==> src/rtl/tcf_pkg.sv <==
// ----------------------------------------------------------------------------
// tcf_pkg
// Types and constants shared by the TCP client connection control block.
// ----------------------------------------------------------------------------
package tcf_pkg;

    localparam logic [1:0] FUNC_CONNECT = 2'd0;
    localparam logic [1:0] FUNC_CLOSE   = 2'd1;
    localparam logic [1:0] FUNC_SEGMENT = 2'd2;

    localparam logic [7:0] FL_FIN = 8'h01;
    localparam logic [7:0] FL_SYN = 8'h02;
    localparam logic [7:0] FL_RST = 8'h04;
    localparam logic [7:0] FL_ACK = 8'h10;

    localparam logic [1:0] STATUS_HANDLED = 2'd0;
    localparam logic [1:0] STATUS_DROPPED = 2'd1;
    localparam logic [1:0] STATUS_REFUSED = 2'd2;

    localparam logic [15:0] MIN_HDR_BYTES = 16'd20;
    localparam logic [15:0] WIN_MAX       = 16'hffff;

    typedef struct packed {
        logic [1:0]  func;
        logic [31:0] initial_seq;
        logic [31:0] src_ip;
        logic [15:0] seg_sport;
        logic [15:0] seg_dport;
        logic [31:0] seq_num;
        logic [7:0]  seg_flags;
        logic [3:0]  data_offset_words;
        logic [15:0] seg_bytes;
        logic [15:0] peer_window;
        logic [17:0] rcv_free;
    } tcf_in_t;

    typedef struct packed {
        logic        send_segment;
        logic [7:0]  out_flags;
        logic [31:0] out_seq;
        logic [31:0] out_ack;
        logic [15:0] out_src_port;
        logic [15:0] out_dst_port;
        logic [31:0] out_dst_ip;
        logic [15:0] out_window;
        logic [15:0] deliver_len;
        logic [2:0]  conn_state;
        logic [1:0]  status;
    } tcf_out_t;

    typedef struct packed {
        logic [1:0]  func;
        logic [31:0] initial_seq;
        logic [31:0] src_ip;
        logic [15:0] seg_sport;
        logic [15:0] seg_dport;
        logic [31:0] seq_num;
        logic        fin;
        logic        syn;
        logic        rst;
        logic        ack;
        logic        truncated;
        logic        hdr_over;
        logic [15:0] plen;
        logic [15:0] win0;
        logic [15:0] winp;
    } tcf_cmd_t;

    typedef struct packed {
        logic [15:0] local_port;
        logic [15:0] remote_port;
        logic [31:0] remote_ip;
    } tcf_cfg_t;

endpackage

==> src/rtl/tcf_front.sv <==
// ----------------------------------------------------------------------------
// tcf_front
// Classifies an incoming transaction: flag decode, length checks, windows.
// ----------------------------------------------------------------------------
module tcf_front (
    input  tcf_pkg::tcf_in_t  in_data,
    output tcf_pkg::tcf_cmd_t cmd
);
    import tcf_pkg::*;

    logic [15:0] hlen;
    logic [17:0] rem;

    always_comb begin
        hlen = {10'd0, in_data.data_offset_words, 2'b00};
        cmd.func        = in_data.func;
        cmd.initial_seq = in_data.initial_seq;
        cmd.src_ip      = in_data.src_ip;
        cmd.seg_sport   = in_data.seg_sport;
        cmd.seg_dport   = in_data.seg_dport;
        cmd.seq_num     = in_data.seq_num;
        cmd.fin         = |(in_data.seg_flags & FL_FIN);
        cmd.syn         = |(in_data.seg_flags & FL_SYN);
        cmd.rst         = |(in_data.seg_flags & FL_RST);
        cmd.ack         = |(in_data.seg_flags & FL_ACK);
        cmd.truncated   = in_data.seg_bytes < MIN_HDR_BYTES;
        cmd.hdr_over    = in_data.seg_bytes < hlen;
        cmd.plen        = in_data.seg_bytes - hlen;
        cmd.win0        = (in_data.rcv_free[17:16] != 2'd0) ? WIN_MAX
                                                             : in_data.rcv_free[15:0];
        rem = (in_data.rcv_free > {2'd0, cmd.plen})
              ? in_data.rcv_free - {2'd0, cmd.plen} : 18'd0;
        cmd.winp        = (rem[17:16] != 2'd0) ? WIN_MAX : rem[15:0];
    end

endmodule

==> src/rtl/tcf_queue.sv <==
// ----------------------------------------------------------------------------
// tcf_queue
// Two-entry queue of classified transactions between front and back.
// ----------------------------------------------------------------------------
module tcf_queue (
    input  logic               aclk,
    input  logic               aresetn,
    input  logic               wr_valid,
    output logic               wr_ready,
    input  tcf_pkg::tcf_cmd_t  wr_data,
    output logic               rd_valid,
    input  logic               rd_ready,
    output tcf_pkg::tcf_cmd_t  rd_data
);
    import tcf_pkg::*;

    tcf_cmd_t    mem_reg [2];
    logic        wr_ptr_reg, wr_ptr_next;
    logic        rd_ptr_reg, rd_ptr_next;
    logic [1:0]  count_reg, count_next;
    logic        do_wr, do_rd;

    assign wr_ready = count_reg != 2'd2;
    assign rd_valid = count_reg != 2'd0;
    assign rd_data  = mem_reg[rd_ptr_reg];
    assign do_wr    = wr_valid && wr_ready;
    assign do_rd    = rd_valid && rd_ready;

    always_comb begin
        wr_ptr_next = do_wr ? ~wr_ptr_reg : wr_ptr_reg;
        rd_ptr_next = do_rd ? ~rd_ptr_reg : rd_ptr_reg;
        count_next  = count_reg + {1'b0, do_wr} - {1'b0, do_rd};
    end

    always_ff @(posedge aclk) begin
        if (!aresetn) begin
            wr_ptr_reg <= 1'b0;
            rd_ptr_reg <= 1'b0;
            count_reg  <= 2'd0;
        end else begin
            wr_ptr_reg <= wr_ptr_next;
            rd_ptr_reg <= rd_ptr_next;
            count_reg  <= count_next;
        end
    end

    always_ff @(posedge aclk) begin
        if (do_wr) begin
            mem_reg[wr_ptr_reg] <= wr_data;
        end
    end

endmodule

==> src/rtl/tcf_back.sv <==
// ----------------------------------------------------------------------------
// tcf_back
// Connection state, sequence tracking and the registered result stage.
// ----------------------------------------------------------------------------
module tcf_back (
    input  logic               aclk,
    input  logic               aresetn,
    input  tcf_pkg::tcf_cfg_t  cfg,
    input  logic               cmd_valid,
    output logic               cmd_ready,
    input  tcf_pkg::tcf_cmd_t  cmd,
    output logic               m_valid,
    input  logic               m_ready,
    output tcf_pkg::tcf_out_t  m_data
);
    import tcf_pkg::*;

    localparam logic [2:0] ST_CLOSED      = 3'd0;
    localparam logic [2:0] ST_SYN_SENT    = 3'd1;
    localparam logic [2:0] ST_ESTABLISHED = 3'd2;
    localparam logic [2:0] ST_CLOSE_WAIT  = 3'd3;
    localparam logic [2:0] ST_FIN_WAIT_1  = 3'd4;
    localparam logic [2:0] ST_FIN_WAIT_2  = 3'd5;

    logic [2:0]  state_reg, state_next;
    logic        in_table_reg, in_table_next;
    logic [31:0] iss_reg, iss_next;
    logic [31:0] irs_reg, irs_next;
    logic [31:0] snr_reg, snr_next;
    logic [31:0] rnr_reg, rnr_next;
    tcf_cfg_t    lat_reg, lat_next;
    logic        valid_reg;
    tcf_out_t    out_reg, res;

    logic [31:0] ack_cur;
    logic        in_order;
    logic        matched;
    logic        take;

    assign take      = cmd_valid && cmd_ready;
    assign cmd_ready = !valid_reg || m_ready;
    assign m_valid   = valid_reg;
    assign m_data    = out_reg;
    assign ack_cur   = irs_reg + rnr_reg;
    assign in_order  = cmd.seq_num == ack_cur;
    assign matched   = in_table_reg && cmd.src_ip == lat_reg.remote_ip
                       && cmd.seg_sport == lat_reg.remote_port
                       && cmd.seg_dport == lat_reg.local_port;

    always_comb begin
        state_next    = state_reg;
        in_table_next = in_table_reg;
        iss_next      = iss_reg;
        irs_next      = irs_reg;
        snr_next      = snr_reg;
        rnr_next      = rnr_reg;
        lat_next      = lat_reg;
        res           = '0;
        unique case (cmd.func)
            FUNC_CONNECT: begin
                lat_next      = cfg;
                iss_next      = cmd.initial_seq;
                in_table_next = 1'b1;
                state_next    = ST_SYN_SENT;
                res.send_segment = 1'b1;
                res.out_flags    = FL_SYN;
                res.out_seq      = cmd.initial_seq;
                res.out_src_port = cfg.local_port;
                res.out_dst_port = cfg.remote_port;
                res.out_dst_ip   = cfg.remote_ip;
                res.out_window   = cmd.win0;
            end
            FUNC_CLOSE: begin
                state_next = ST_FIN_WAIT_1;
                snr_next   = snr_reg + 32'd1;
                res.send_segment = 1'b1;
                res.out_flags    = FL_FIN;
                res.out_seq      = iss_reg + snr_next;
                res.out_ack      = ack_cur;
                res.out_src_port = lat_reg.local_port;
                res.out_dst_port = lat_reg.remote_port;
                res.out_dst_ip   = lat_reg.remote_ip;
                res.out_window   = cmd.win0;
            end
            FUNC_SEGMENT: begin
                if (cmd.truncated) begin
                    res.status = STATUS_DROPPED;
                end else if (!matched) begin
                    res.send_segment = 1'b1;
                    res.out_flags    = cmd.syn ? (FL_RST | FL_ACK) : FL_RST;
                    res.out_ack      = cmd.seq_num + 32'd1;
                    res.out_src_port = cmd.seg_dport;
                    res.out_dst_port = cmd.seg_sport;
                    res.out_dst_ip   = cmd.src_ip;
                    res.status       = STATUS_REFUSED;
                end else begin
                    res.out_window = cmd.win0;
                    unique case (state_reg)
                        ST_SYN_SENT: begin
                            if (cmd.ack && cmd.syn) begin
                                state_next = ST_ESTABLISHED;
                                irs_next   = cmd.seq_num;
                                rnr_next   = 32'd1;
                                snr_next   = 32'd1;
                                res.send_segment = 1'b1;
                                res.out_flags    = FL_ACK;
                                res.out_seq      = iss_reg + 32'd1;
                                res.out_ack      = cmd.seq_num + 32'd1;
                            end else if (cmd.ack && cmd.rst) begin
                                state_next    = ST_CLOSED;
                                in_table_next = 1'b0;
                            end
                        end
                        ST_ESTABLISHED: begin
                            if (!in_order || (!cmd.fin && cmd.hdr_over)) begin
                                state_next    = ST_CLOSED;
                                in_table_next = 1'b0;
                                res.send_segment = 1'b1;
                                res.out_flags    = FL_RST;
                            end else if (cmd.fin) begin
                                rnr_next   = rnr_reg + 32'd1;
                                state_next = ST_CLOSE_WAIT;
                                res.send_segment = 1'b1;
                                res.out_flags    = FL_FIN | FL_ACK;
                                res.out_seq      = iss_reg + snr_reg;
                                res.out_ack      = ack_cur + 32'd1;
                            end else if (cmd.plen != 16'd0) begin
                                rnr_next = rnr_reg + {16'd0, cmd.plen};
                                res.send_segment = 1'b1;
                                res.out_flags    = FL_ACK;
                                res.out_seq      = iss_reg + snr_reg;
                                res.out_ack      = ack_cur + {16'd0, cmd.plen};
                                res.out_window   = cmd.winp;
                                res.deliver_len  = cmd.plen;
                            end
                        end
                        ST_CLOSE_WAIT: begin
                            state_next    = ST_CLOSED;
                            in_table_next = 1'b0;
                            if (!in_order || !cmd.ack) begin
                                res.send_segment = 1'b1;
                                res.out_flags    = FL_RST;
                            end
                        end
                        ST_FIN_WAIT_1, ST_FIN_WAIT_2: begin
                            if (!in_order || (state_reg == ST_FIN_WAIT_1 && !cmd.ack)) begin
                                state_next    = ST_CLOSED;
                                in_table_next = 1'b0;
                                res.send_segment = 1'b1;
                                res.out_flags    = FL_RST;
                            end else if (cmd.fin) begin
                                rnr_next      = rnr_reg + 32'd1;
                                state_next    = ST_CLOSED;
                                in_table_next = 1'b0;
                                res.send_segment = 1'b1;
                                res.out_flags    = FL_ACK;
                                res.out_seq      = iss_reg + snr_reg;
                                res.out_ack      = ack_cur + 32'd1;
                            end else if (state_reg == ST_FIN_WAIT_1) begin
                                state_next = ST_FIN_WAIT_2;
                            end else begin
                                state_next    = ST_CLOSED;
                                in_table_next = 1'b0;
                                res.send_segment = 1'b1;
                                res.out_flags    = FL_RST;
                            end
                        end
                        default: begin
                            state_next    = ST_CLOSED;
                            in_table_next = 1'b0;
                            res.send_segment = 1'b1;
                            res.out_flags    = FL_RST;
                        end
                    endcase
                    if (res.send_segment) begin
                        res.out_src_port = lat_reg.local_port;
                        res.out_dst_port = lat_reg.remote_port;
                        res.out_dst_ip   = lat_reg.remote_ip;
                    end else begin
                        res.out_window = 16'd0;
                    end
                end
            end
            default: begin
            end
        endcase
        res.conn_state = state_next;
    end

    always_ff @(posedge aclk) begin
        if (!aresetn) begin
            state_reg    <= ST_CLOSED;
            in_table_reg <= 1'b0;
            iss_reg      <= 32'd0;
            irs_reg      <= 32'd0;
            snr_reg      <= 32'd0;
            rnr_reg      <= 32'd0;
            lat_reg      <= '0;
            valid_reg    <= 1'b0;
        end else begin
            if (take) begin
                state_reg    <= state_next;
                in_table_reg <= in_table_next;
                iss_reg      <= iss_next;
                irs_reg      <= irs_next;
                snr_reg      <= snr_next;
                rnr_reg      <= rnr_next;
                lat_reg      <= lat_next;
                valid_reg    <= 1'b1;
            end else if (m_ready) begin
                valid_reg <= 1'b0;
            end
        end
    end

    always_ff @(posedge aclk) begin
        if (take) begin
            out_reg <= res;
        end
    end

endmodule

==> src/rtl/tcp_client_connection_fsm_core.sv <==
// ----------------------------------------------------------------------------
// tcp_client_connection_fsm_core
// Single-connection TCP client control block with APB register port.
// ----------------------------------------------------------------------------
//  channel  | handshake           | payload
//  input    | s_valid / s_ready   | s_data  (tcf_in_t)
//  result   | m_valid / m_ready   | m_data  (tcf_out_t)
//  config   | psel/penable/pwrite | paddr, pwdata, prdata
//
//  One transaction per cycle sustained while m_ready stays high; a result passes
//  the queue write, then the back-end result register. Throughput is set by the
//  connection update in the back end.
//  Synchronous active-low reset clears state, queue and result valid.
//  A stalled result holds the back end; the two-entry queue absorbs input.
module tcp_client_connection_fsm_core (
    input  logic               aclk,
    input  logic               aresetn,
    input  logic               s_valid,
    output logic               s_ready,
    input  tcf_pkg::tcf_in_t   s_data,
    output logic               m_valid,
    input  logic               m_ready,
    output tcf_pkg::tcf_out_t  m_data,
    input  logic               psel,
    input  logic               penable,
    input  logic               pwrite,
    input  logic [3:0]         paddr,
    input  logic [31:0]        pwdata,
    output logic [31:0]        prdata,
    output logic               pready
);
    import tcf_pkg::*;

    localparam logic [1:0] REG_LOCAL_PORT  = 2'd0;
    localparam logic [1:0] REG_REMOTE_PORT = 2'd1;
    localparam logic [1:0] REG_REMOTE_IP   = 2'd2;

    tcf_cfg_t cfg_reg;
    tcf_cmd_t front_cmd, q_cmd;
    logic     q_valid, q_ready;

    assign pready = 1'b1;

    always_ff @(posedge aclk) begin
        if (!aresetn) begin
            cfg_reg <= '0;
        end else if (psel && penable && pwrite) begin
            unique case (paddr[3:2])
                REG_LOCAL_PORT:  cfg_reg.local_port  <= pwdata[15:0];
                REG_REMOTE_PORT: cfg_reg.remote_port <= pwdata[15:0];
                REG_REMOTE_IP:   cfg_reg.remote_ip   <= pwdata;
                default: begin
                end
            endcase
        end
    end

    always_comb begin
        unique case (paddr[3:2])
            REG_LOCAL_PORT:  prdata = {16'd0, cfg_reg.local_port};
            REG_REMOTE_PORT: prdata = {16'd0, cfg_reg.remote_port};
            REG_REMOTE_IP:   prdata = cfg_reg.remote_ip;
            default:         prdata = 32'd0;
        endcase
    end

    tcf_front u_front (
        .in_data (s_data),
        .cmd     (front_cmd)
    );

    tcf_queue u_queue (
        .aclk     (aclk),
        .aresetn  (aresetn),
        .wr_valid (s_valid),
        .wr_ready (s_ready),
        .wr_data  (front_cmd),
        .rd_valid (q_valid),
        .rd_ready (q_ready),
        .rd_data  (q_cmd)
    );

    tcf_back u_back (
        .aclk      (aclk),
        .aresetn   (aresetn),
        .cfg       (cfg_reg),
        .cmd_valid (q_valid),
        .cmd_ready (q_ready),
        .cmd       (q_cmd),
        .m_valid   (m_valid),
        .m_ready   (m_ready),
        .m_data    (m_data)
    );

endmodule
==> config.mk <==
export PLATFORM = sky130hd
export DESIGN_NAME = tcp_client_connection_fsm_core
export DESIGN_NICKNAME = d
export VERILOG_FILES = /design/src/rtl/tcf_pkg.sv /design/src/rtl/tcf_front.sv /design/src/rtl/tcf_queue.sv /design/src/rtl/tcf_back.sv /design/src/rtl/tcp_client_connection_fsm_core.sv
export SDC_FILE = /design/constraint.sdc
export NUM_CORES = 2
export LEC_CHECK = 0
export ABC_AREA = 0
export BUFFER_PORTS_ARGS = -buffer_cell sky130_fd_sc_hd__buf_2
export CAP_MARGIN = 20
export CORE_MARGIN = 5
export CORE_UTILIZATION = 55
export CTS_CLUSTER_DIAMETER = 150
export DETAILED_ROUTE_END_ITERATION = 8
export PLACE_DENSITY = 0.75
export SLEW_MARGIN = 20
export SYNTH_ARGS = -nofsm -noshare
export SYNTH_HDL_FRONTEND = slang
export SYNTH_SLANG_ARGS = --single-unit
==> constraint.sdc <==
create_clock -name aclk -period 21.5 [get_ports aclk]
set_clock_uncertainty 0.1 [all_clocks]
set_input_delay 0 -clock aclk [delete_from_list [all_inputs] [get_ports aclk]]
set_output_delay 0 -clock aclk [all_outputs]
set_load 0.005 [all_outputs]
==> results.py <==
metrics = {
    "clock_network": {
        "cts_buffers": 85,
        "clk_latency_ns": 0.68,
        "cts_buffer_depth": 3,
        "htree_levels": 3,
        "cts.sinks": 804,
        "cts_tree": "done",
        "holdBufCountCts": 351,
        "clkTransAtPathRegs_ns": 0.07,
        "cts_root_buf": "clkbuf_16",
        "cts.repair.resized": 0,
        "postCtsSetupBuffers": 0,
    },
    "critical_path": {
        "arrival_ns": 7.90,
        "critPathCaptureType": "register",
        "path_max_fanout": 63,
        "startpoint_type": "register",
        "path_cells": "buf_4 -> buf_4 -> mux2i_1 -> inv_1 -> fa_1 -> a21oi_1 -> o21ai_0 -> a2111oi_0 -> o31ai_1 -> o41ai_1 -> o21ai_0 -> o21ai_0 -> or2_2 -> nand2_1 -> a21oi_1 -> o41ai_1 -> a21oi_1",
        "path_class": "reg2reg",
        "slowest_stage": "buf_4",
        "r2r_slack_ns": 14.09,
        "critical-path-max-stage-delay_ns": 0.93,
        "cp_data_required_time_ns": 21.98,
    },
    "pwr": {
        "ir_drop_mv": 0.08865,
        "power.density_mw_per_mm2": 93.06,
        "power.total_mw": 5.217,
        "p_leak_nw": 21.22,
    },
    "job": {
        "cap_violations": 0,
    },
    "timing": {
        "fin_hold_ws_ns": 0.01283,
        "slew_headroom_pct": 22.29,
        "layout_min_cycle_time_ns": 7.415,
        "hold_viol": 0,
        "rsz0062_at_grt": "false",
        "clock.fmax_mhz": 134.9,
        "finalSetupViolations": 0,
        "setup_tns_ns": 0,
        "period_share_pct": 34.49,
        "tightest_slew_ns": 1.166,
        "maxSlewViolCount": 0,
    },
    "detailed_routing": {
        "wl_per_cell_um": 24.85,
        "detail-route-antenna-nets": 0,
        "drt-total-wl_um": 167100,
        "drt_iter0_drc": 5213,
        "firstDrtPassIters": 6,
        "drc": 0,
        "avgViaCountPerCell": 6.345,
        "vias": 42660,
    },
    "global_route": {
        "grt_first_pass_wirelength_um": 248800,
        "overflow": 0,
        "grtUsageTotal_pct": 35.24,
        "grt_max_degree": 129,
        "antenna_found_initial": 15,
        "first_global_vias": 40910,
    },
    "finish": {
        "area_growth_pct": 19.69,
        "drive_gt1_share_pct": 13.43,
        "nets": 5890,
        "largest_reg_flops": 368,
        "layout.cells.non_filler": 6724,
        "fillers": 6618,
    },
    "floorplanning": {
        "num_rows": 107,
        "coreArea_mm2": 0.08488,
        "initial_core_util_pct": 55.18,
        "die_w_um": 301.8,
        "dieHeight_um": 301.8,
        "design.die.area_mm2": 0.09109,
        "io_pins": 444,
    },
    "placed_design": {
        "dp_hpwl_um": 111500,
        "gp_congestion": 0.9931,
        "port_buffers": 416,
        "place_inst": 6197,
    },
    "status": {
        "status": "complete, no violations",
    },
    "yosys": {
        "synth_most_common_cell": "nand2_1",
        "synth_seq_area_share_pct": 45.87,
        "syn-instance-count": 4836,
        "yosys_warnings": 0,
        "synth_edf_count": 538,
        "ys.flop_type": "edfxtp_1",
        "yosys.area.top_type_share_pct": 34.50,
        "syn_area_mm2": 0.04683,
        "ys_top_cells_by_count": "nand2_1, edfxtp_1, a21oi_1",
        "async_reset_ff_share_pct": 0,
        "synthTopCellsByArea": "edfxtp_1, dfxtp_1, nand2_1",
        "synth_top_area_cell": "edfxtp_1",
        "syn_area_per_cell_um2": 9.684,
        "ys_ff_latch": 804,
        "synth_cell_types": 115,
    },
    "worst_hold_path": {
        "hold_class": "in2reg",
    },
}
## layer usage
metal  vias to the layer above  global-route usage (%)  share of wire, %
li1                      19080                       -                 -
met1                     20530                   45.96                39
met2                      2483                   55.96                45
met3                       566                   6.675               9.6
met4                         6                   19.08               6.3
met5                         -                  0.1587             0.026
## critical path: cells and delay by family, from the launching register on
family	cells	cell delay (ns)
compound gates	10	3.30
fa+ha+maj	1	0.49
buf+inv	3	1.79
flops	1	0.61
mux	1	0.61
simple gates	2	0.32
## cell usage in the layout (no fill, tap or decap), types with 29 or more instances in the layout
cell | netlist | final
o22ai_1 | 40 | 40
o21ai_0 | 249 | 248
buf_4 | 8 | 52
a21o_1 | 103 | 103
nand4_1 | 66 | 66
clkbuf_16 | 0 | 85
and3_1 | 53 | 51
edfxtp_1 | 538 | 538
nor4_1 | 52 | 49
nand2b_1 | 29 | 29
mux2_2 | 39 | 39
a21oi_1 | 447 | 446
xor2_1 | 115 | 115
inv_1 | 116 | 116
nand2_1 | 621 | 620
ha_1 | 157 | 154
o2bb2ai_1 | 29 | 29
and2_1 | 48 | 47
a211oi_1 | 65 | 65
o21a_1 | 38 | 38
mux2i_1 | 160 | 159
a22oi_1 | 46 | 46
nor2_1 | 380 | 378
xnor2_1 | 225 | 225
nor3_1 | 89 | 88
buf_2 | 30 | 416
dlygate4sd3_1 | 0 | 351
dfxtp_1 | 266 | 265
nand3_1 | 119 | 118
or3_1 | 40 | 40
## metrics by stage
step | setup WS [ns] | cell area (um^2) | utilization [%]
finish | 14.09 | 56060 | 66.04
global route | 13.66 | 56040 | 66.02
CTS | 14.24 | 56000 | 65.98
detailed placement | 14.31 | 49710 | 58.56
global placement | 14.47 | 49710 | 58.56
floorplan | 12.46 | 46840 | -
## cell families after synthesis
kind of cell	Yosys count	synth area share [%]
simple gates	1643	16.69
flops	804	45.87
buf+inv	377	3.527
other cells	2	0.01604
fa+ha+maj	164	4.494
mux	220	5.311
compound gates	1274	17.14
xor+xnor	352	6.951
## path summary, 6_finish.rpt
check / start / to / cells past startpoint
worst min-delay path: s_data[171] / u_queue.mem_reg[0][163] / 2
worst max-delay path: register / u_back.rnr_reg[26] / 17
worst min register to register: cfg_reg[47] / u_back.lat_reg[47] / 2
worst max register to register: register / u_back.rnr_reg[26] / 17
## final cells by class
type                       count  area [um^2]  area share, %
clock buffer                 118         2305          4.111
tap                         1144         1431          2.553
clock inverter                42        478.0         0.8526
antenna                       16        40.04        0.07143
sequential                   804        21480          38.33
multi-input combinational   3658        23840          42.53
timing repair buffer         820         6006          10.71
inverter                     122        473.0         0.8437
## power breakdown
| part | switching [mW] | total (mW) | internal [mW] |
|---|---|---|---|
| clock | 0.665 | 1.48 | 0.816 |
| sequential | 0.134 | 2.13 | 1.99 |
| combinational | 1.09 | 1.61 | 0.524 |
Power figures use the tool's default switching activity.
